File: config.mk
export PLATFORM = sky130hd
export DESIGN_NAME = lavm_front
export DESIGN_NICKNAME = d
export VERILOG_FILES = /design/src/rtl/lavm_pkg.sv /design/src/rtl/lavm_front.sv
export SDC_FILE = /design/constraint.sdc
export NUM_CORES = 1
export LEC_CHECK = 0
export ABC_CLOCK_PERIOD_IN_PS = 16900
export BUFFER_PORTS_ARGS = -buffer_cell sky130_fd_sc_hd__buf_2
export CAP_MARGIN = 10
export CORE_AREA = 3 3 229 231
export DETAILED_ROUTE_END_ITERATION = 12
export DIE_AREA = 0 0 232 234
export GPL_TIMING_DRIVEN = 0
export SYNTH_ARGS = -nofsm -noshare
export SYNTH_HDL_FRONTEND = slang
export SYNTH_SLANG_ARGS = --single-unit
File: constraint.sdc
create_clock -name clk -period 16.9 [get_ports clk]
set_input_delay 3.38 -clock clk [delete_from_list [all_inputs] [get_ports clk]]
set_output_delay 3.38 -clock clk [all_outputs]
set_load 0.02 [all_outputs]
File: src/rtl/lavm_pkg.sv
package lavm_pkg;

  localparam int FRAC_BITS = 16;
  localparam int AXIS_W    = FRAC_BITS + 2;
  localparam int QUO_W     = FRAC_BITS + 1;
  localparam int ACC_W     = 64;
  localparam int MAN_W     = 30;
  localparam int SUM_W     = 2 * MAN_W + 2;
  localparam int ROOT_W    = MAN_W + 1;
  localparam int NUM_W     = MAN_W + FRAC_BITS + 1;
  localparam int PROD_W    = 32 + AXIS_W;
  localparam int CNT_W     = 5;

  localparam logic [1:0] ROW_SIDE = 2'd0;
  localparam logic [1:0] ROW_UP   = 2'd1;
  localparam logic [1:0] ROW_FWD  = 2'd2;
  localparam logic [1:0] ROW_LAST = 2'd3;

  typedef logic signed [31:0]       coord_t;
  typedef logic signed [32:0]       diff_t;
  typedef logic signed [AXIS_W-1:0] axis_t;
  typedef logic signed [ACC_W-1:0]  acc_t;
  typedef logic signed [PROD_W-1:0] prod_t;

  localparam acc_t HALF_LSB = acc_t'(64'sd1 <<< (FRAC_BITS - 1));
  localparam acc_t SAT_HI   = 64'sd2147483647;
  localparam acc_t SAT_LO   = -64'sd2147483648;
  localparam logic [31:0] ONE_FIX = 32'(64'd1 << FRAC_BITS);

  typedef struct packed {
    logic signed [31:0] eye_x;
    logic signed [31:0] eye_y;
    logic signed [31:0] eye_z;
    logic signed [31:0] aim_x;
    logic signed [31:0] aim_y;
    logic signed [31:0] aim_z;
    logic signed [31:0] upward_x;
    logic signed [31:0] upward_y;
    logic signed [31:0] upward_z;
  } in_word_t;

  typedef struct packed {
    logic [1:0]         row_index;
    logic signed [31:0] col0;
    logic signed [31:0] col1;
    logic signed [31:0] col2;
    logic signed [31:0] col3;
    logic               last_row;
    logic               degenerate;
  } out_word_t;

  typedef struct packed {
    coord_t [2:0] eye;
    coord_t [2:0] up;
    diff_t  [2:0] dir;
  } job_t;

  typedef struct packed {
    logic done;
    logic nz;
  } norm_stat_t;

  typedef enum logic [2:0] {
    N_IDLE, N_SHIFT, N_SOS, N_SQRT, N_PREP, N_DIV
  } norm_state_t;

  typedef enum logic [2:0] {
    B_IDLE, B_NORM_F, B_CROSS_S, B_NORM_S, B_CROSS_U, B_NORM_U, B_DOT, B_EMIT
  } back_state_t;

  function automatic coord_t pick_coord(input logic [1:0] sel, input coord_t v0,
                                        input coord_t v1, input coord_t v2);
    coord_t r;
    case (sel)
      2'd0: r = v0;
      2'd1: r = v1;
      2'd2: r = v2;
      default: r = v2;
    endcase
    return r;
  endfunction

  function automatic axis_t pick_axis(input logic [1:0] sel, input axis_t v0,
                                      input axis_t v1, input axis_t v2);
    axis_t r;
    case (sel)
      2'd0: r = v0;
      2'd1: r = v1;
      2'd2: r = v2;
      default: r = v2;
    endcase
    return r;
  endfunction

endpackage

File: src/rtl/lavm_front.sv
module lavm_front (
  input  logic                clk,
  input  logic                rst_n,
  input  logic                in_valid,
  output logic                in_stall,
  input  lavm_pkg::in_word_t  in_word,
  output logic                push,
  input  logic                q_full,
  output lavm_pkg::job_t      push_job
);

  logic           vld_r;
  lavm_pkg::job_t job_r;
  logic           load;

  assign in_stall = vld_r && q_full;
  assign load     = in_valid && !in_stall;
  assign push     = vld_r && !q_full;
  assign push_job = job_r;

  always_ff @(posedge clk) begin
    if (!rst_n) vld_r <= 1'b0;
    else vld_r <= load || (vld_r && !push);
  end

  always_ff @(posedge clk) begin
    if (load) begin
      job_r.eye[0] <= in_word.eye_x;
      job_r.eye[1] <= in_word.eye_y;
      job_r.eye[2] <= in_word.eye_z;
      job_r.up[0]  <= in_word.upward_x;
      job_r.up[1]  <= in_word.upward_y;
      job_r.up[2]  <= in_word.upward_z;
      job_r.dir[0] <= lavm_pkg::diff_t'($signed(in_word.eye_x)) -
                      lavm_pkg::diff_t'($signed(in_word.aim_x));
      job_r.dir[1] <= lavm_pkg::diff_t'($signed(in_word.eye_y)) -
                      lavm_pkg::diff_t'($signed(in_word.aim_y));
      job_r.dir[2] <= lavm_pkg::diff_t'($signed(in_word.eye_z)) -
                      lavm_pkg::diff_t'($signed(in_word.aim_z));
    end
  end

endmodule

# Yosys cells after proc, flatten, opt, wreduce, memory -nomap -nowiden
# Index checks and enable logic that the tools add are counted.
# totals
regBits	292
# classes
addsub	3
reduce_logical	8
# ops
cell	count
32-bit by 32-bit subtractor with 33-bit output	3
1-bit logical AND	4
1-bit zero test	3
1-bit logical OR	1

# Logic depth before layout (Yosys ltp)
# depth
depth_word	5
ltp_mapped	13
mapped_depth_nobuf	13

# Worst setup path before layout
# Ideal clock, no wire load.
# synth_timing
kind	input-to-reg
startpoint	input port q_full
endpoint	register job_r (netlist bit push_job[0]), enable pin
setup_time_ns	0.977
arrival_time_ns	16.301
required_time_ns	15.923
setup_slack_ns	-0.378
path_stages	2
cell_sequence	and2_1 nor2b_1
# synth_via
elab_chain_len	3
# synth_lines
item	line_no	source
start: declaration	lavm_front.sv:8	input logic q_full,
1-bit logical AND	lavm_front.sv:16	assign in_stall = vld_r && q_full;
1-bit zero test	lavm_front.sv:17	assign load = in_valid && !in_stall;
1-bit logical AND	lavm_front.sv:17	
via load	lavm_front.sv:14	logic load;
end: declaration	lavm_front.sv:13	lavm_pkg::job_t job_r;
# The timed path passes the listed nets, and every way through them passes these cells.
# A chain may end at the register's enable or synchronous reset.

# Worst setup path in the final report
# layout_timing
startpoint	input port q_full
endpoint	output port in_stall
# layout_via
elab_chain_len	1
# layout_lines
item	line_no	source
1-bit logical AND	lavm_front.sv:16	
end: declaration	lavm_front.sv:5	output logic in_stall,
# No other way between the ends.

==> out/results.ini <==
[die]
start_util_pct=27.48
boundaryPins=585
rows=82
coreArea_mm2=0.05027
die_area_mm2=0.05429
fp.dieH_um=234
chipWidth_um=232

[run_status]
status=finished clean

[place]
place_congestion=0.8515
port_buffers=584
dp_cells=2321
placed_area_mm2=0.01777
dpl.hpwl_um=37380

[synth]
synth-async-reset-ratio_pct=0
synth_edf_count=291
yosys-mux-area-fraction_pct=0.07245
syn-cell-area_mm2=0.01382
yosysWarningCount=0
synth_seq_cells=292
syn_nets=1447
synth-adder-area-share_pct=9.129
synthFlopType=edfxtp_1
ys_seq_area_share_pct=63.39
synth_xor_area_share_pct=4.881
synth_cells=1056
synth_top_area_share_pct=63.25
synthSimpleGateAreaFrac_pct=6.684
synth.area.top_cells=edfxtp_1 63%, ha_1 8.7%, inv_1 3.6%
synth_compound_area_share_pct=11.93
synth_top_area_cell=edfxtp_1
synth_top_family_by_area=compound AO/OA/AOI/OAI gates
syn_area_per_cell_um2=13.08
synth_cell_type_count=58

[clocking]
tritoncts=built
postCtsSetupBuffers=0
cts.sinks=292
insertion_delay_ps=540
cts_hold_buf=0
cts_buffer_depth=3
htreeDepth=2
cts_inserted_buffers=36
ctsRootBufferMaster=clkbuf_16
clk_pin_slew_worst_paths_ps=60
cts_resized=0

[sta]
tightest_slew_ps=722.3
maxSlewHeadroom_pct=51.56
clock.fmax_ghz=0.1377
hold_violations=0
timing.hold.ws_ps=741.2
rsz0062_at_grt=no
setup-tns-final_ps=0
drv_slew=0
setup_viol=0
period_minus_slack_ps=7263
finClkSkew_ps=20.48
fin_crit_sh_pct=42.97

[cells_and_area]
synthToLayoutAreaGrowth_pct=36.80
fin_nets=2078
drive_above_1_share_pct=38.39
fillers=4921
ff_latch_area_mm2=0.008758
final_area_mm2=0.01890
multiInputGateArea_mm2=0.004524
finalNonFillerCells=2388
fin_util_pct=37.59

[worst_setup_path]
crit_arrival_ps=3880
critPathKind=in -> out
cp-start-kind=input port
critPathCaptureType=output port
r2r_cells=5
reg2reg_from=vld_r
path_max_fanout=3
cp.required_ps=13520
reg2reg_to=push_job[113]
reg2reg_slack_ps=14790

[power_and_ir_drop]
seqPwrFrac_pct=43.7
clockPowerShare_pct=36.2
p_int_uw=1457
power.density_mw_per_mm2=107.9
leakage_uw=0.008513
swShare_pct=28.54
combPwrFrac_pct=20.2
p_sw_uw=581.8
peakVddDrop_mv=0.07159

[global_routing]
grt_util_all_layers_pct=15.81
grt_pass1_vias=10888
antenna_found_initial=14
grt_overflow=0
grt_pass1_wl_um=64430
grt_max_degree=38

[flow_run]
cap_viol_max_count=0

[min_path]
min_path_type=reg -> reg
hold_start=vld_r
min_to=vld_r
holdPathStages=2

[drt]
via_per_inst=4.449
vias=10625
wl_um=45200
initialDrtViolationCount=475
routedWlPerCell_um=18.93
drc=0
postRouteAntennaNets=0
dr.pass1.iters=4

==> power by group through the flow <==
stage / clock network, uW / logic [uW] / registers (uW)
finish: 737 / 411 / 890
global route: 794 / 451 / 895
CTS: 764 / 419 / 891
detailed placement: 0 / 418 / 905
global placement: 0 / 405 / 920
floorplan: 0 / 170 / 994
==> cells in the mapped netlist, types with 6 or more instances <==
master,number
ha_1,96
o21a_1,14
inv_1,131
edfxtp_1,291
a31oi_1,13
o21ai_0,45
a21oi_1,79
o21bai_1,6
xnor2_1,54
and3_1,7
and2_1,7
clkbuf_1,10
nand4_1,13
a21o_1,37
nor2b_1,13
nand3_1,15
nand2_1,51
o211ai_1,8
xor2_1,23
nor2_1,48
nor3_1,8
a211oi_1,13
nand2b_1,7
==> metal layers <==
metal	part of all wire, %	global-route usage, %	wire length [um]
met4	2.5	4.551	1111
met5	0.26	0	117
met1	35	15.89	15850
met3	10	6.766	4583
met2	52	29.65	23540
==> kinds of logic (layout without fill, tap and decap cells) <==
family,after synthesis,count (layout)
mux,1,1
other cells,0,2
xor+xnor,77,77
buf+inv,142,800
fa+ha+maj,99,99
flops,292,292
compound gates,256,256
simple gates,189,189
==> state kept, by name, summed over array words and instances (netlist names) <==
name      count
push_job    291
vld_r         1
==> final cells by class <==
| cell class | count | area share [%] |
|---|---|---|
| sequential | 292 | 46.34 |
| buffer | 11 | 0.2582 |
| timing repair buffer | 593 | 16.46 |
| tap | 672 | 4.449 |
| antenna | 2 | 0.02648 |
| multi-input combinational | 622 | 23.94 |
| clock buffer | 47 | 5.204 |
| clock inverter | 18 | 0.7216 |
| inverter | 131 | 2.602 |
==> critical path, stage by stage <==
cell	delay [ps]
buf_2	80
and2_1	220
buf_2	200
==> worst max path at each step <==
stage          cells after the start  slack (ps)   start       endpoint
6_report                           3        9640  q_full       in_stall
5_1_grt                            3        9620  q_full       in_stall
4_1_cts                            3        9640  q_full       in_stall
3_5_place_dp                       3        9640  q_full       in_stall
3_3_place_gp                       3        1830  q_full  push_job[156]
2_1_floorplan                      2        5220  q_full    push_job[0]
==> placed cells by master (no fill, tap or decap), types with 23 or more instances in the layout <==
master,instances
clkbuf_16,37
a21oi_1,79
o21ai_0,45
a21o_1,37
edfxtp_1,291
ha_1,96
inv_1,131
nor2_1,48
buf_2,584
xor2_1,23
nand2_1,51
xnor2_1,54
==> metrics by stage <==
stage	power (uW)	setup WS (ps)
2_1_floorplan	1164	5225
3_3_place_gp	1325	1829
3_5_place_dp	1323	9642
4_1_cts	2074	9639
5_1_grt	2140	9618
6_report	2039	9637
Power figures use the tool's default switching activity.
