===== config.mk =====
export PLATFORM = sky130hd
export DESIGN_NAME = lavm_fifo
export DESIGN_NICKNAME = d
export VERILOG_FILES = /design/src/rtl/lavm_pkg.sv /design/src/rtl/lavm_fifo.sv
export SDC_FILE = /design/constraint.sdc
export NUM_CORES = 1
export LEC_CHECK = 0
export ABC_AREA = 1
export BUFFER_PORTS_ARGS = -buffer_cell sky130_fd_sc_hd__clkbuf_2
export CORE_MARGIN = 10
export CORE_UTILIZATION = 40
export CTS_CLUSTER_SIZE = 25
export DETAILED_ROUTE_END_ITERATION = 8
export SETUP_SLACK_MARGIN = 0.2
export SYNTH_ARGS = -nofsm -noshare
export SYNTH_HDL_FRONTEND = slang
export SYNTH_SLANG_ARGS = --single-unit

===== constraint.sdc =====
create_clock -name clk -period 21.4 [get_ports clk]
set_input_delay 3.21 -clock clk [delete_from_list [all_inputs] [get_ports clk]]
set_output_delay 3.21 -clock clk [all_outputs]
set_load 0.01 [all_outputs]

===== src/rtl/lavm_pkg.sv =====
package lavm_pkg;

  localparam int FRAC_BITS = 16;
  localparam int AXIS_W    = FRAC_BITS + 2;
  localparam int QUO_W     = FRAC_BITS + 1;
  localparam int ACC_W     = 64;
  localparam int MAN_W     = 30;
  localparam int SUM_W     = 2 * MAN_W + 2;
  localparam int ROOT_W    = MAN_W + 1;
  localparam int NUM_W     = MAN_W + FRAC_BITS + 1;
  localparam int PROD_W    = 32 + AXIS_W;
  localparam int CNT_W     = 5;

  localparam logic [1:0] ROW_SIDE = 2'd0;
  localparam logic [1:0] ROW_UP   = 2'd1;
  localparam logic [1:0] ROW_FWD  = 2'd2;
  localparam logic [1:0] ROW_LAST = 2'd3;

  typedef logic signed [31:0]       coord_t;
  typedef logic signed [32:0]       diff_t;
  typedef logic signed [AXIS_W-1:0] axis_t;
  typedef logic signed [ACC_W-1:0]  acc_t;
  typedef logic signed [PROD_W-1:0] prod_t;

  localparam acc_t HALF_LSB = acc_t'(64'sd1 <<< (FRAC_BITS - 1));
  localparam acc_t SAT_HI   = 64'sd2147483647;
  localparam acc_t SAT_LO   = -64'sd2147483648;
  localparam logic [31:0] ONE_FIX = 32'(64'd1 << FRAC_BITS);

  typedef struct packed {
    logic signed [31:0] eye_x;
    logic signed [31:0] eye_y;
    logic signed [31:0] eye_z;
    logic signed [31:0] aim_x;
    logic signed [31:0] aim_y;
    logic signed [31:0] aim_z;
    logic signed [31:0] upward_x;
    logic signed [31:0] upward_y;
    logic signed [31:0] upward_z;
  } in_word_t;

  typedef struct packed {
    logic [1:0]         row_index;
    logic signed [31:0] col0;
    logic signed [31:0] col1;
    logic signed [31:0] col2;
    logic signed [31:0] col3;
    logic               last_row;
    logic               degenerate;
  } out_word_t;

  typedef struct packed {
    coord_t [2:0] eye;
    coord_t [2:0] up;
    diff_t  [2:0] dir;
  } job_t;

  typedef struct packed {
    logic done;
    logic nz;
  } norm_stat_t;

  typedef enum logic [2:0] {
    N_IDLE, N_SHIFT, N_SOS, N_SQRT, N_PREP, N_DIV
  } norm_state_t;

  typedef enum logic [2:0] {
    B_IDLE, B_NORM_F, B_CROSS_S, B_NORM_S, B_CROSS_U, B_NORM_U, B_DOT, B_EMIT
  } back_state_t;

  function automatic coord_t pick_coord(input logic [1:0] sel, input coord_t v0,
                                        input coord_t v1, input coord_t v2);
    coord_t r;
    case (sel)
      2'd0: r = v0;
      2'd1: r = v1;
      2'd2: r = v2;
      default: r = v2;
    endcase
    return r;
  endfunction

  function automatic axis_t pick_axis(input logic [1:0] sel, input axis_t v0,
                                      input axis_t v1, input axis_t v2);
    axis_t r;
    case (sel)
      2'd0: r = v0;
      2'd1: r = v1;
      2'd2: r = v2;
      default: r = v2;
    endcase
    return r;
  endfunction

endpackage


===== src/rtl/lavm_fifo.sv =====
module lavm_fifo (
  input  logic            clk,
  input  logic            rst_n,
  input  logic            push,
  input  lavm_pkg::job_t  push_job,
  output logic            full,
  input  logic            pop,
  output logic            pop_valid,
  output lavm_pkg::job_t  pop_job
);

  lavm_pkg::job_t ent_r [2];
  logic       wr_r;
  logic       rd_r;
  logic [1:0] cnt_r;
  logic       push_ok;
  logic       pop_ok;

  assign full      = (cnt_r == 2'd2);
  assign pop_valid = (cnt_r != 2'd0);
  assign pop_job   = ent_r[rd_r];
  assign push_ok   = push && !full;
  assign pop_ok    = pop && pop_valid;

  always_ff @(posedge clk) begin
    if (!rst_n) begin
      wr_r  <= 1'b0;
      rd_r  <= 1'b0;
      cnt_r <= 2'd0;
    end else begin
      if (push_ok) wr_r <= !wr_r;
      if (pop_ok) rd_r <= !rd_r;
      cnt_r <= cnt_r + {1'b0, push_ok} - {1'b0, pop_ok};
    end
  end

  always_ff @(posedge clk) begin
    if (push_ok) ent_r[wr_r] <= push_job;
  end

endmodule


* Yosys cells after proc, flatten, opt, wreduce, memory -nomap -nowiden
Memories as Yosys holds them, arrays and structs flattened. A register that Yosys moved wholly into a read port is not among the register bits.
Index checks and enable logic that the tools add are counted.
** Operators by class
- Div/mod/pow operators :: 0
- Multipliers :: 0
- Reductions and logical operators :: 6
- Bitwise operators :: 0
- Shifts and indexed selects :: 0
- Order comparisons :: 0
- Multiplexer cells :: 4
- Add/subtract/negate cells :: 2
- Eq/ne operators :: 1
** Operators with widths (count)
- 1-bit two-way mux :: 4
- 1-bit logical NOT :: 3
- 2-bit by 1-bit adder with 2-bit output :: 1
- 2-bit equality test, second input constant :: 1
- 1-bit logical AND :: 2
- 2-bit nonzero test :: 1
- 2-bit by 1-bit subtractor with 2-bit output :: 1
** Storage, ports and cells
- Bits in writable memories :: 582
- Latch bits :: 0
- Register bits :: 4
- Memories :: 1
- Memory bits (read-only) :: 0
- Output and inout bits :: 293
- Input port bits :: 295
** Memories
- ent_r :: words 2, bits a word 291, rd ports 1, clocked after memory_dff 1, wr ports 1, RTL line lavm_fifo.sv:12 : lavm_pkg::job_t ent_r [2];

* Longest topological paths before layout
Gate-level depths: netlist of run 1.
- Word-level depth :: 5
- Gate-level depth with buffers :: 11
- Mapped depth without buffers :: 11

* Least setup slack after synthesis of run 1
Ideal clock, no wire load.
- Path type :: input to register
- Start :: in push
- End :: mem ent_r[0][0] in the netlist's numbering, enable pin
- Library setup time :: 0.948 ns
- Data arrival time :: 15.328 ns
- Path buffers :: 0
- Data required time :: 20.452 ns
- Stages :: 2
- Path slack :: 5.124 ns
- Cell sequence :: nand2_1 -> nor2_1
** Between the ends
- Longest elaborated chain between the ends :: 3
** Ends and longest elaborated chain
- start, declared :: RTL line lavm_fifo.sv:4 : input logic push,
- 1-bit logical AND :: RTL line lavm_fifo.sv:22 : assign push_ok = push && !full;
- 1-bit two-way mux :: RTL line lavm_fifo.sv:38 : if (push_ok) ent_r[wr_r] <= push_job;
- 1-bit two-way mux (not written as such) :: RTL line lavm_fifo.sv:38
- end, declared :: RTL line lavm_fifo.sv:12
Every way passes these cells.

==> summary.md, run 1 <==
| Metric | Value |
|---|---|
| Routed vias/inst | 4.80 |
| Syn Nets | 1,239 |
| Via Count | 11,091 |
| GRT overflow | 0 |
| Syn avg cell area | 22.8 µm² |
| Post-synth top cells | 582 x edfxtp_1, 291 x mux2_2, 29 x clkbuf_8, 9 x nand2_1 |
| Flop pwr share | 46.1% |
| P_leak | 10.1 nW |
| Detail Route Antenna Nets | 0 |
| Cell variety after synth | 11 |
| Clock-pin slew on the worst setup and hold paths | 60 ps |
| Initial antenna violation count | 9 |
| Critical path endpoint category | output port |
| CP max stage delay | 970 ps |
| Ys Warns | 0 |
| Die X | 251 µm |
| GPL Wtd Cong | 0.761 |
| Synth Register Bits | 587 |
| Capturing point of the worst reg2reg path | ent_r[1][60]$_DFFE_PP_ |
| Cells after synthesis | 942 |
| Required @ worst endpoint | 18,190 ps |
| Hold path endpoint | rd_r$_SDFFE_PN0P_ |
| TritonCTS Buffers | 60 |
| CP cell instances | buf_4 > mux2_2 > clkbuf_2 |
| Post-synth top area share | 81.6% |
| Post-synth EDFFs | 582 |
| Synth Cell Area | 21,400 µm² |
| Drt pass-1 iters | 4 |
| Hold Fails Final Rpt | 0 |
| Vias in the first global route | 11,896 |
| Comb pwr share | 22.2% |
| Buffers added on ports | 587 |
| Crit path depth | 3 |
| Share of cells above drive strength 1 | 60.8% |
| Max cap viols | 0 |
| Register area share after synthesis | 82.0% |
| Worst-case headroom to the max-slew limit | 21.1% |
| Peak Freq | 162 MHz |
| Final #Nets | 1,864 |
| Routed wire length | 52,300 µm |
| Total power | 3.24 mW |
| Die height | 251 µm |
| Worst Skew | 21.2 ps |
| Worst reg-to-reg path cell count | 6 |
| Fill cell count | 4,369 |
| Fin crit period | 6170 ps |
| Arrival time worst endpoint | 2960 ps |
| CTS H-tree lvls | 2 |
| FF-to-FF setup slack | 17,880 ps |
| Startpoint types | flop |
| Slew Limit Fails | 0 |
| Post-CTS Resized | 0 |
| Hold Startpoint | rd_r$_SDFFE_PN0P_ |
| Placed insts | 2,193 |
| Least-Margin Pin Slew | 1180 ps |
| Power Density | 121 nW/µm² |
| Cell taking the most area after synthesis | edfxtp_1 |
| Cell row count | 84 |
| DP HPWL | 37,200 µm |
| Placed inst area | 24,900 µm² |
| Post-route cell area | 26,900 µm² |
| Hold Path Class | flop to flop |
| Sum Neg Setup Slack | 0 ps |
| Ys async rst share | 0% |
| Starting DRT DRC Count | 635 |
| Tot GR Track Use | 15.9% |
| Pin count of the biggest net entering global routing | 169 |
| Die ar. | 63,200 µm² |
| Outcome | finished clean |
| Layout Area Growth over Synthesis | 25.4% |
| Most numerous cell in the Yosys netlist | edfxtp_1 |
| Post-CTS Setup Repair Bufs | 0 |
| WL/cell | 22.6 µm |
| Crit path buffers/inverters | 2 |
| Clock Root Buffer | clkbuf_16 |
| TritonCTS clock tree | done |
| Final period util | 28.9% |
| Max clock buf depth | 3 |
| Initial Util | 40.6% |
| First-pass GRT wire length | 75,400 µm |
| Worst VDD drop | 0.0000852 V |
| Setup violation total in the final timing report | 0 |
| WHS | 540 ps |
| IO Count | 588 |
| Setup CP Type | flop to output port |
| Clk_lat worst skew | 610 ps |
| CTS Sinks | 587 |
| RSZ-0062 raised after global routing | false |
| Clock network power share | 31.7% |
| Finished Layout Cells | 2,311 |
| Hold Path Depth | 2 |
| CP delay by family, top | buffers and inverters |
| Crit path max-delay cell type | buf_4 |
| Worst Path Max Fanout | 87 |
| Primary FF master, synth | edfxtp_1 |
| # DRC | 0 |
| R2R Path Start | cnt_r[0]$_SDFF_PN0_ |
| Sw Ratio | 27.2% |
| Total net switching power | 0.880 mW |
| Main area contributors after synthesis | edfxtp_1 82%, mux2_2 15%, clkbuf_8 1.9% |
| Internal | 2.36 mW |
| CORE AREA | 52,800 µm² |
| Hold Buf Count CTS | 0 |
how the worst max path moves through the flow:
stage / from / to
detailed placement: push / ent_r[1][41]$_DFFE_PP_
floorplan: push / ent_r[0][0]$_DFFE_PP_
global route: flop / pop_job[77]
global placement: push / ent_r[1][43]$_DFFE_PP_
finish: flop / pop_job[77]
CTS: flop / pop_job[77]
registers in the layout, indices dropped and copies added, names as in the netlist, named ones only:
signal  cells
wr_r        1
cnt_r       2
rd_r        1
ent_r     582
power groups by stage:
stage / combinational, mW / sequential, mW / clock, mW
6_report: 0.718 / 1.49 / 1.03
5_1_grt: 0.776 / 1.51 / 1.10
4_1_cts: 0.736 / 1.50 / 1.06
3_5_place_dp: 0.733 / 1.52 / 0
3_3_place_gp: 0.732 / 1.51 / 0
2_1_floorplan: 0.451 / 1.57 / 0
tightest hold or removal path, cell delays in order, from the launching register on:
cell and delay, ps:
dfxtp_1 340, nor2_1 70, nor2_1 90
layer usage:
metal	share of wire, %	track usage [%]
met5	0.094	0
met4	1.9	3.98
met3	11	7.32
met2	50	27.2
met1	38	17.8
layout make-up:
cell class	count	area, µm²	share of cell area [%]
Clock inverter	40	364	1.35
Inverter	8	37.5	0.140
Antenna cell	5	12.5	0.0466
Timing Repair Buffer	595	3020	11.2
Multi-Input combinational cell	315	3400	12.6
Clock buffer	73	1600	5.96
Tap cell	688	861	3.20
Sequential cell	587	17600	65.4
per-stage QoR:
stage	worst slack [ps]	utilization, %
after global placement	15000	47.2
after global routing	15030	50.9
after floorplan	5120	-
after CTS	15140	50.9
final	15230	50.9
after detailed placement	15000	47.2
logic make-up (layout without fill, tap and decap cells):
kind of cell | after synthesis | after routing | synth area share (%)
simple gates | 20 | 20 | 0.368
flops | 587 | 587 | 82.0
compound gates | 2 | 2 | 0.0467
fa+ha+maj | 2 | 2 | 0.117
mux | 291 | 291 | 15.3
other cells | 0 | 5 | 0
buf+inv | 40 | 716 | 2.16
placed cells by master (no fill, tap or decap):
cell        synthesis  final
clkbuf_8           29      3
buf_12              0      2
clkbuf_16           0     61
bufinv_16           0      6
buf_4               0      6
clkinv_1            0     10
clkbuf_2            0    587
dfxtp_1             5      4
nand3_1             3      3
diode_2             0      5
edfxtp_1          582    582
dfxtp_4             0      1
inv_1               8      7
ha_1                2      2
clkinv_2            0     17
nand2_1             9      9
a21oi_1             2      2
mux2_2            291    291
clkinvlp_4          0      2
clkinv_4            0      1
clkbuf_1            0      9
inv_8               0      2
nor2_4              0      1
nor2_1              8      7
inv_6               0      3
(Power assumes the default switching activity.)
==> run 2: changes to the inputs <==
- clock period: 21.4 -> 6.25 ns (I/O delays scaled with it)
==> summary.md, run 2 (synthesized netlist as in run 1, its figures left out) <==
| Metric | Value |
|---|---|
| Worst reg-to-reg path cell count | 5 (was 6) |
| Finished Layout Cells | 2,308 (was 2,311) |
| Layout Area Growth over Synthesis | 24.9% (was 25.4%) |
| Die height | 251 µm (unchanged) |
| Worst VDD drop | 0.000305 V (was 0.0000852 V) |
| # DRC | 0 (unchanged) |
| FF-to-FF setup slack | 4260 ps (was 17,880 ps) |
| Worst Skew | 16.1 ps (was 21.2 ps) |
| CP max stage delay | 1020 ps (was 970 ps) |
| Initial antenna violation count | 12 (was 9) |
| Pre-CTS worst setup slack | 3050 ps (was 15,000 ps) |
| Power Density | 407 nW/µm² (was 121 nW/µm²) |
| Largest register by flop count | ent_r (unchanged) |
| TritonCTS clock tree | done (unchanged) |
| Placed insts | 2,192 (was 2,193) |
| CORE AREA | 52,800 µm² (unchanged) |
| Clock Root Buffer | clkbuf_16 (unchanged) |
| Worst Path Max Fanout | 92 (was 87) |
| Required @ worst endpoint | 5310 ps (was 18,190 ps) |
| CTS Sinks | 587 (unchanged) |
| Worst-case headroom to the max-slew limit | 29.8% (was 21.1%) |
| Tot GR Track Use | 16.4% (was 15.9%) |
| Arrival time worst endpoint | 2860 ps (was 2960 ps) |
| Crit path max-delay cell type | dfxtp_4 (was buf_4) |
| Detail Route Antenna Nets | 0 (unchanged) |
| Outcome | finished clean (unchanged) |
| Post-CTS Resized | 0 (unchanged) |
| Hold Fails Final Rpt | 0 (unchanged) |
| Fin crit period | 3800 ps |
| Via Count | 11,123 (was 11,091) |
| Final period util | 60.7% |
| Starting DRT DRC Count | 693 (was 635) |
| CTS H-tree lvls | 2 (unchanged) |
| Initial Util | 40.6% (unchanged) |
| Largest register FFs | 582 (unchanged) |
| Capturing point of the worst reg2reg path | ent_r[0][44]$_DFFE_PP_ (was ent_r[1][60]$_DFFE_PP_) |
| Pin count of the biggest net entering global routing | 151 (was 169) |
| WHS | 520 ps (was 540 ps) |
| Hold Path Class | flop to flop (unchanged) |
| Total power | 10.9 mW (was 3.24 mW) |
| Hold Path Depth | 2 (unchanged) |
| Critical path endpoint category | output port (unchanged) |
| Cell row count | 84 (unchanged) |
| RSZ-0062 raised after global routing | false (unchanged) |
| Routed wire length | 53,700 µm (was 52,300 µm) |
| WL/cell | 23.3 µm (was 22.6 µm) |
| Post-CTS Setup Repair Bufs | 0 (unchanged) |
| Routed vias/inst | 4.82 (was 4.80) |
| Vias in the first global route | 11,840 (was 11,896) |
| Max clock buf depth | 3 (unchanged) |
| Post-route cell area | 26,800 µm² (was 26,900 µm²) |
| Max cap viols | 0 (unchanged) |
| Biggest regs | ent_r: 582 flops, cnt_r: 2 flops (unchanged) |
| Hold Startpoint | rd_r$_SDFFE_PN0P_ (unchanged) |
| Peak Freq | 263 MHz |
| DP HPWL | 38,000 µm (was 37,200 µm) |
| Die X | 251 µm (unchanged) |
| R2R Path Start | cnt_r[0]$_SDFF_PN0_ (unchanged) |
| Finished Core Util | 50.7% (was 50.9%) |
| Clk_lat worst skew | 590 ps (was 610 ps) |
| Final worst slack | 2450 ps (was 15,230 ps) |
| Final #Nets | 1,863 (was 1,864) |
| P_leak | 10.0 nW (was 10.1 nW) |
| GRT overflow | 0 (unchanged) |
| Commonest non-fill, non-tap cell in the layout | clkbuf_2 (unchanged) |
| Slew Limit Fails | 0 (unchanged) |
| Sum Neg Setup Slack | 0 ps (unchanged) |
| Die ar. | 63,200 µm² (unchanged) |
| Setup CP Type | flop to output port (unchanged) |
| Least-Margin Pin Slew | 1050 ps (was 1180 ps) |
| Buffers added on ports | 587 (unchanged) |
| IO Count | 588 (unchanged) |
| First-pass GRT wire length | 77,800 µm (was 75,400 µm) |
| Startpoint types | flop (unchanged) |
| TritonCTS Buffers | 60 (unchanged) |
| Share of cells above drive strength 1 | 59.9% (was 60.8%) |
| CP cell instances | buf_12 > mux2_2 > clkbuf_2 (was buf_4 > mux2_2 > clkbuf_2) |
| Hold Buf Count CTS | 0 (unchanged) |
| Drt pass-1 iters | 4 (unchanged) |
| Placed inst area | 24,900 µm² (about the same) |
| Commonest cells after routing, fill and taps aside | 587 x clkbuf_2, 582 x edfxtp_1, 291 x mux2_2, 61 x clkbuf_16, 18 x clkbuf_1 (was 587 x clkbuf_2, 582 x edfxtp_1, 291 x mux2_2, 61 x clkbuf_16, 17 x clkinv_2) |
| GPL Wtd Cong | 0.792 (was 0.761) |
| Clock-pin slew on the worst setup and hold paths | 60 ps (about the same) |
| Setup violation total in the final timing report | 0 (unchanged) |
run 2: changes by cell type in the layout (fill, tap and decap cells not counted), sizes merged:
cell / before / now
buf: 8 / 7
bufinv: 6 / 3
clkbuf: 660 / 666
clkinv: 28 / 25
diode: 5 / 6
inv: 12 / 9
run 2: area by class of cell:
| cell class | count | area [µm²] |
|---|---|---|
| fillers | 4413 | 26000 |
| multi-input cells | 315 | 3400 |
| repair buffers | 594 | 3070 |
| clock inverters | 31 | 226 |
| flip-flops and latches | 587 | 17600 |
| diodes | 6 | 15.0 |
| clock buffers | 79 | 1590 |
| well taps | 688 | 861 |
| inverters | 8 | 33.8 |
run 2: worst max-delay path: cells and delay by family (launching register included):
family | cells | cell delay [ps]
flops | 1 | 1020
buf+inv | 2 | 580
mux | 1 | 440
run 2: where the power goes:
group | switching (mW) | internal (mW) | leakage, nW
logic | 1.38 | 1.04 | 3.66
registers | 0.172 | 4.99 | 5.48
clock network | 1.41 | 1.91 | 0.890
run 2: worst max-delay path by stage:
stage | to | slack, ps | cells past startpoint
6_report | pop_job[166] | 2450 | 3
5_1_grt | pop_job[24] | 2290 | 3
4_1_cts | pop_job[143] | 2380 | 3
3_5_place_dp | pop_job[143] | 3050 | 3
3_3_place_gp | pop_job[143] | 3040 | 3
2_1_floorplan | ent_r[1][0]$_DFFE_PP_ | 440 | 2
run 2: routing by layer:
layer,vias to the layer above,part of all wire (%),GRT usage (%)
met5,-,0.16,0
met4,12,2.3,4.57
met3,77,11,7.54
met2,444,50,27.7
met1,5557,37,18.4
li1,5033,-,-
==> run 3: changes to the inputs <==
- ABC_AREA: 1 -> 0
- PLACE_DENSITY: unset -> 0.66
- clock period: 6.25 -> 3.1 ns (I/O delays scaled with it)
==> summary.md, run 3 <==
| Metric | Value |
|---|---|
| Pin count of the biggest net entering global routing | 92 (was 151) |
| Initial Util | 40.6% (about the same) |
| GPL Wtd Cong | 0.825 (was 0.792) |
| Die height | 251 µm (about the same) |
| Tot GR Track Use | 15.9% (was 16.4%) |
| Hold Fails Final Rpt | 0 (unchanged) |
| Max clock buf depth | 3 (unchanged) |
| CORE AREA | 52,800 µm² (unchanged) |
| # DRC | 0 (unchanged) |
| Cell row count | 84 (unchanged) |
| Cell taking the most area after synthesis | edfxtp_1 (unchanged) |
| Fin crit period | 2670 ps |
| Critical path endpoint category | output port (unchanged) |
| Sw Ratio | 26.7% (was 27.3%) |
| Buffers added on ports | 587 (unchanged) |
| Worst-case headroom to the max-slew limit | 59.8% (was 29.8%) |
| DP HPWL | 39,000 µm (was 38,000 µm) |
| Routed vias/inst | 4.87 (was 4.82) |
| CTS Sinks | 587 (unchanged) |
| Arrival time worst endpoint | 2200 ps (was 2860 ps) |
| Largest register FFs | 582 (unchanged) |
| TritonCTS clock tree | done (unchanged) |
| Least-Margin Pin Slew | 603 ps (was 1050 ps) |
| Synth Cell Area | 21,400 µm² (about the same) |
| Sum Neg Setup Slack | 0 ps (unchanged) |
| Primary FF master, synth | edfxtp_1 (unchanged) |
| Drt pass-1 iters | 4 (unchanged) |
| Hold Path Class | input port to flop (was flop to flop) |
| Setup CP Type | flop to output port (unchanged) |
| Detail Route Antenna Nets | 0 (unchanged) |
| Power Density | 830 nW/µm² (was 407 nW/µm²) |
| Outcome | finished clean (unchanged) |
| Finished Layout Cells | 2,321 (was 2,308) |
| Layout Area Growth over Synthesis | 27.2% (was 24.9%) |
| Largest register by flop count | ent_r (unchanged) |
| Pre-CTS worst setup slack | 872 ps (was 3050 ps) |
| Main area contributors after synthesis | edfxtp_1 82%, mux2_2 15%, clkbuf_8 1.9% (unchanged) |
| Internal | 16.6 mW (was 7.93 mW) |
| Cells after synthesis | 931 (was 942) |
| Syn avg cell area | 23.0 µm² (was 22.8 µm²) |
| Post-CTS Resized | 0 (unchanged) |
| Routed wire length | 52,800 µm (was 53,700 µm) |
| Worst Path Max Fanout | 36 (was 92) |
| First-pass GRT wire length | 76,000 µm (was 77,800 µm) |
| Final period util | 86.0% |
| Peak Freq | 375 MHz |
| GRT overflow | 0 (unchanged) |
| Post-synth top cells | 582 x edfxtp_1, 291 x mux2_2, 29 x clkbuf_8, 5 x dfxtp_1, 4 x nor2_1 (was 582 x edfxtp_1, 291 x mux2_2, 29 x clkbuf_8, 9 x nand2_1) |
| Finished Core Util | 51.7% (was 50.7%) |
| Syn Nets | 1,228 (was 1,239) |
| Total power | 22.6 mW (was 10.9 mW) |
| Commonest cells after routing, fill and taps aside | 587 x clkbuf_2, 582 x edfxtp_1, 291 x mux2_2, 61 x clkbuf_16, 18 x buf_12 (was 587 x clkbuf_2, 582 x edfxtp_1, 291 x mux2_2, 61 x clkbuf_16, 18 x clkbuf_1) |
| Setup violation total in the final timing report | 0 (unchanged) |
| Total net switching power | 6.03 mW (was 2.97 mW) |
| Die X | 251 µm (about the same) |
| Final worst slack | 434 ps (was 2450 ps) |
| Synth Register Bits | 587 (unchanged) |
| Final #Nets | 1,879 (was 1,863) |
| Clock-pin slew on the worst setup and hold paths | 60 ps (about the same) |
| P_leak | 10.3 nW (was 10.0 nW) |
| Ys async rst share | 0% (unchanged) |
| Biggest regs | ent_r: 582 flops, cnt_r: 2 flops (unchanged) |
| Clock Root Buffer | clkbuf_16 (unchanged) |
| Clk_lat worst skew | 590 ps (about the same) |
| Startpoint types | flop (unchanged) |
| RSZ-0062 raised after global routing | false (unchanged) |
| Flop pwr share | 45.3% (was 47.3%) |
| Cell variety after synth | 17 (was 11) |
| Post-synth EDFFs | 582 (unchanged) |
| Post-synth top area share | 81.6% (about the same) |
| Worst Skew | 6.51 ps (was 16.1 ps) |
| Commonest non-fill, non-tap cell in the layout | clkbuf_2 (unchanged) |
| Via Count | 11,314 (was 11,123) |
| Most numerous cell in the Yosys netlist | edfxtp_1 (unchanged) |
| Register area share after synthesis | 82.1% (was 82.0%) |
| Comb pwr share | 23.6% (was 22.2%) |
| Die ar. | 63,200 µm² (about the same) |
| Share of cells above drive strength 1 | 61.6% (was 59.9%) |
| TritonCTS Buffers | 59 (was 60) |
| Placed insts | 2,208 (was 2,192) |
| WL/cell | 22.8 µm (was 23.3 µm) |
| Slew Limit Fails | 0 (unchanged) |
| Initial antenna violation count | 11 (was 12) |
| Vias in the first global route | 12,145 (was 11,840) |
| Ys Warns | 0 (unchanged) |
| CTS H-tree lvls | 2 (unchanged) |
| Fill cell count | 4,268 (was 4,413) |
| Required @ worst endpoint | 2630 ps (was 5310 ps) |
| Clock network power share | 31.1% (was 30.5%) |
| Starting DRT DRC Count | 611 (was 693) |
| Worst VDD drop | 0.000618 V (was 0.000305 V) |
| IO Count | 588 (unchanged) |
| Max cap viols | 0 (unchanged) |
## run 3: changes by cell type after synthesis, sizes merged, moves of 2 or more
| cell | delta |
|---|---|
| inv | -5 |
| nand3 | -3 |
| xnor2 | +2 |
| nor2 | -4 |
| nand2 | -7 |
| a21oi | -2 |
| nand2b | +2 |
## run 3: worst paths after layout
path	startpoint	endpoint	slack [ps]	cells past startpoint
worst max-delay path	flop	pop_job[31]	430	3
worst min-delay path	push_job[72]	ent_r[0][72]$_DFFE_PP_	60	1
worst max register to register	cnt_r[0]$_SDFF_PN0_	ent_r[1][52]$_DFFE_PP_	1230	3
worst min register to register	rd_r$_SDFFE_PN0P_	flop	510	2
## run 3: routing by layer
layer / global-route usage, % / up-vias / share of wire, % / routed length, µm
li1: - / 5051 / - / -
met1: 16.9 / 5680 / 36 / 18900
met2: 27.7 / 477 / 51 / 26800
met3: 7.02 / 96 / 11 / 5580
met4: 5.78 / 10 / 2.8 / 1490
met5: 0 / - / 0.12 / 64
## run 3: worst max-delay path: stages, from the launching register on
cell,delay (ps)
dfxtp_4,680
buf_12,290
mux2_2,430
clkbuf_2,150
## run 3: cell type report
cell class	count	area, µm²	share of cell area (%)
Sequential cell	587	17600	64.5
Multi-Input combinational cell	309	3430	12.6
Timing Repair Buffer	622	3430	12.6
Clock buffer	75	1580	5.79
Tap cell	688	861	3.16
Clock inverter	31	353	1.29
Antenna cell	6	15.0	0.0551
Inverter	3	11.3	0.0413
## run 3: timing repair
action | in CTS | in global routing
setup endpoints to repair | 0 | 1
hold buffers | 0 | 0
setup buffers | 0 | 1
## run 3: power by group through the flow
stage / Sequential (mW) / Combinational (mW) / Clock (mW)
floorplan: 10.4 / 3.24 / 0
global placement: 10.4 / 5.34 / 0
detailed placement: 10.4 / 5.39 / 0
CTS: 10.3 / 5.42 / 7.20
global route: 10.3 / 5.74 / 7.53
finish: 10.2 / 5.34 / 7.03
## run 3: cell families after synthesis
family | count (synthesis) | share of synthesized area [%]
DFF | 587 | 82.1
and+or+nand+nor | 11 | 0.251
buffers and inverters | 35 | 2.07
AOI/OAI and AO/OA | 1 | 0.0351
muxes | 292 | 15.3
adders and majority gates | 2 | 0.117
xor gates and xnor gates | 3 | 0.123
## run 3: per-stage QoR
| stage | hold WS [ps] | area [µm²] |
|---|---|---|
| floorplan | 481 | 21400 |
| global placement | 495 | 25300 |
| detailed placement | 504 | 25300 |
| CTS | 9.76 | 27200 |
| global route | 21.4 | 27200 |
| finish | 61.7 | 27300 |
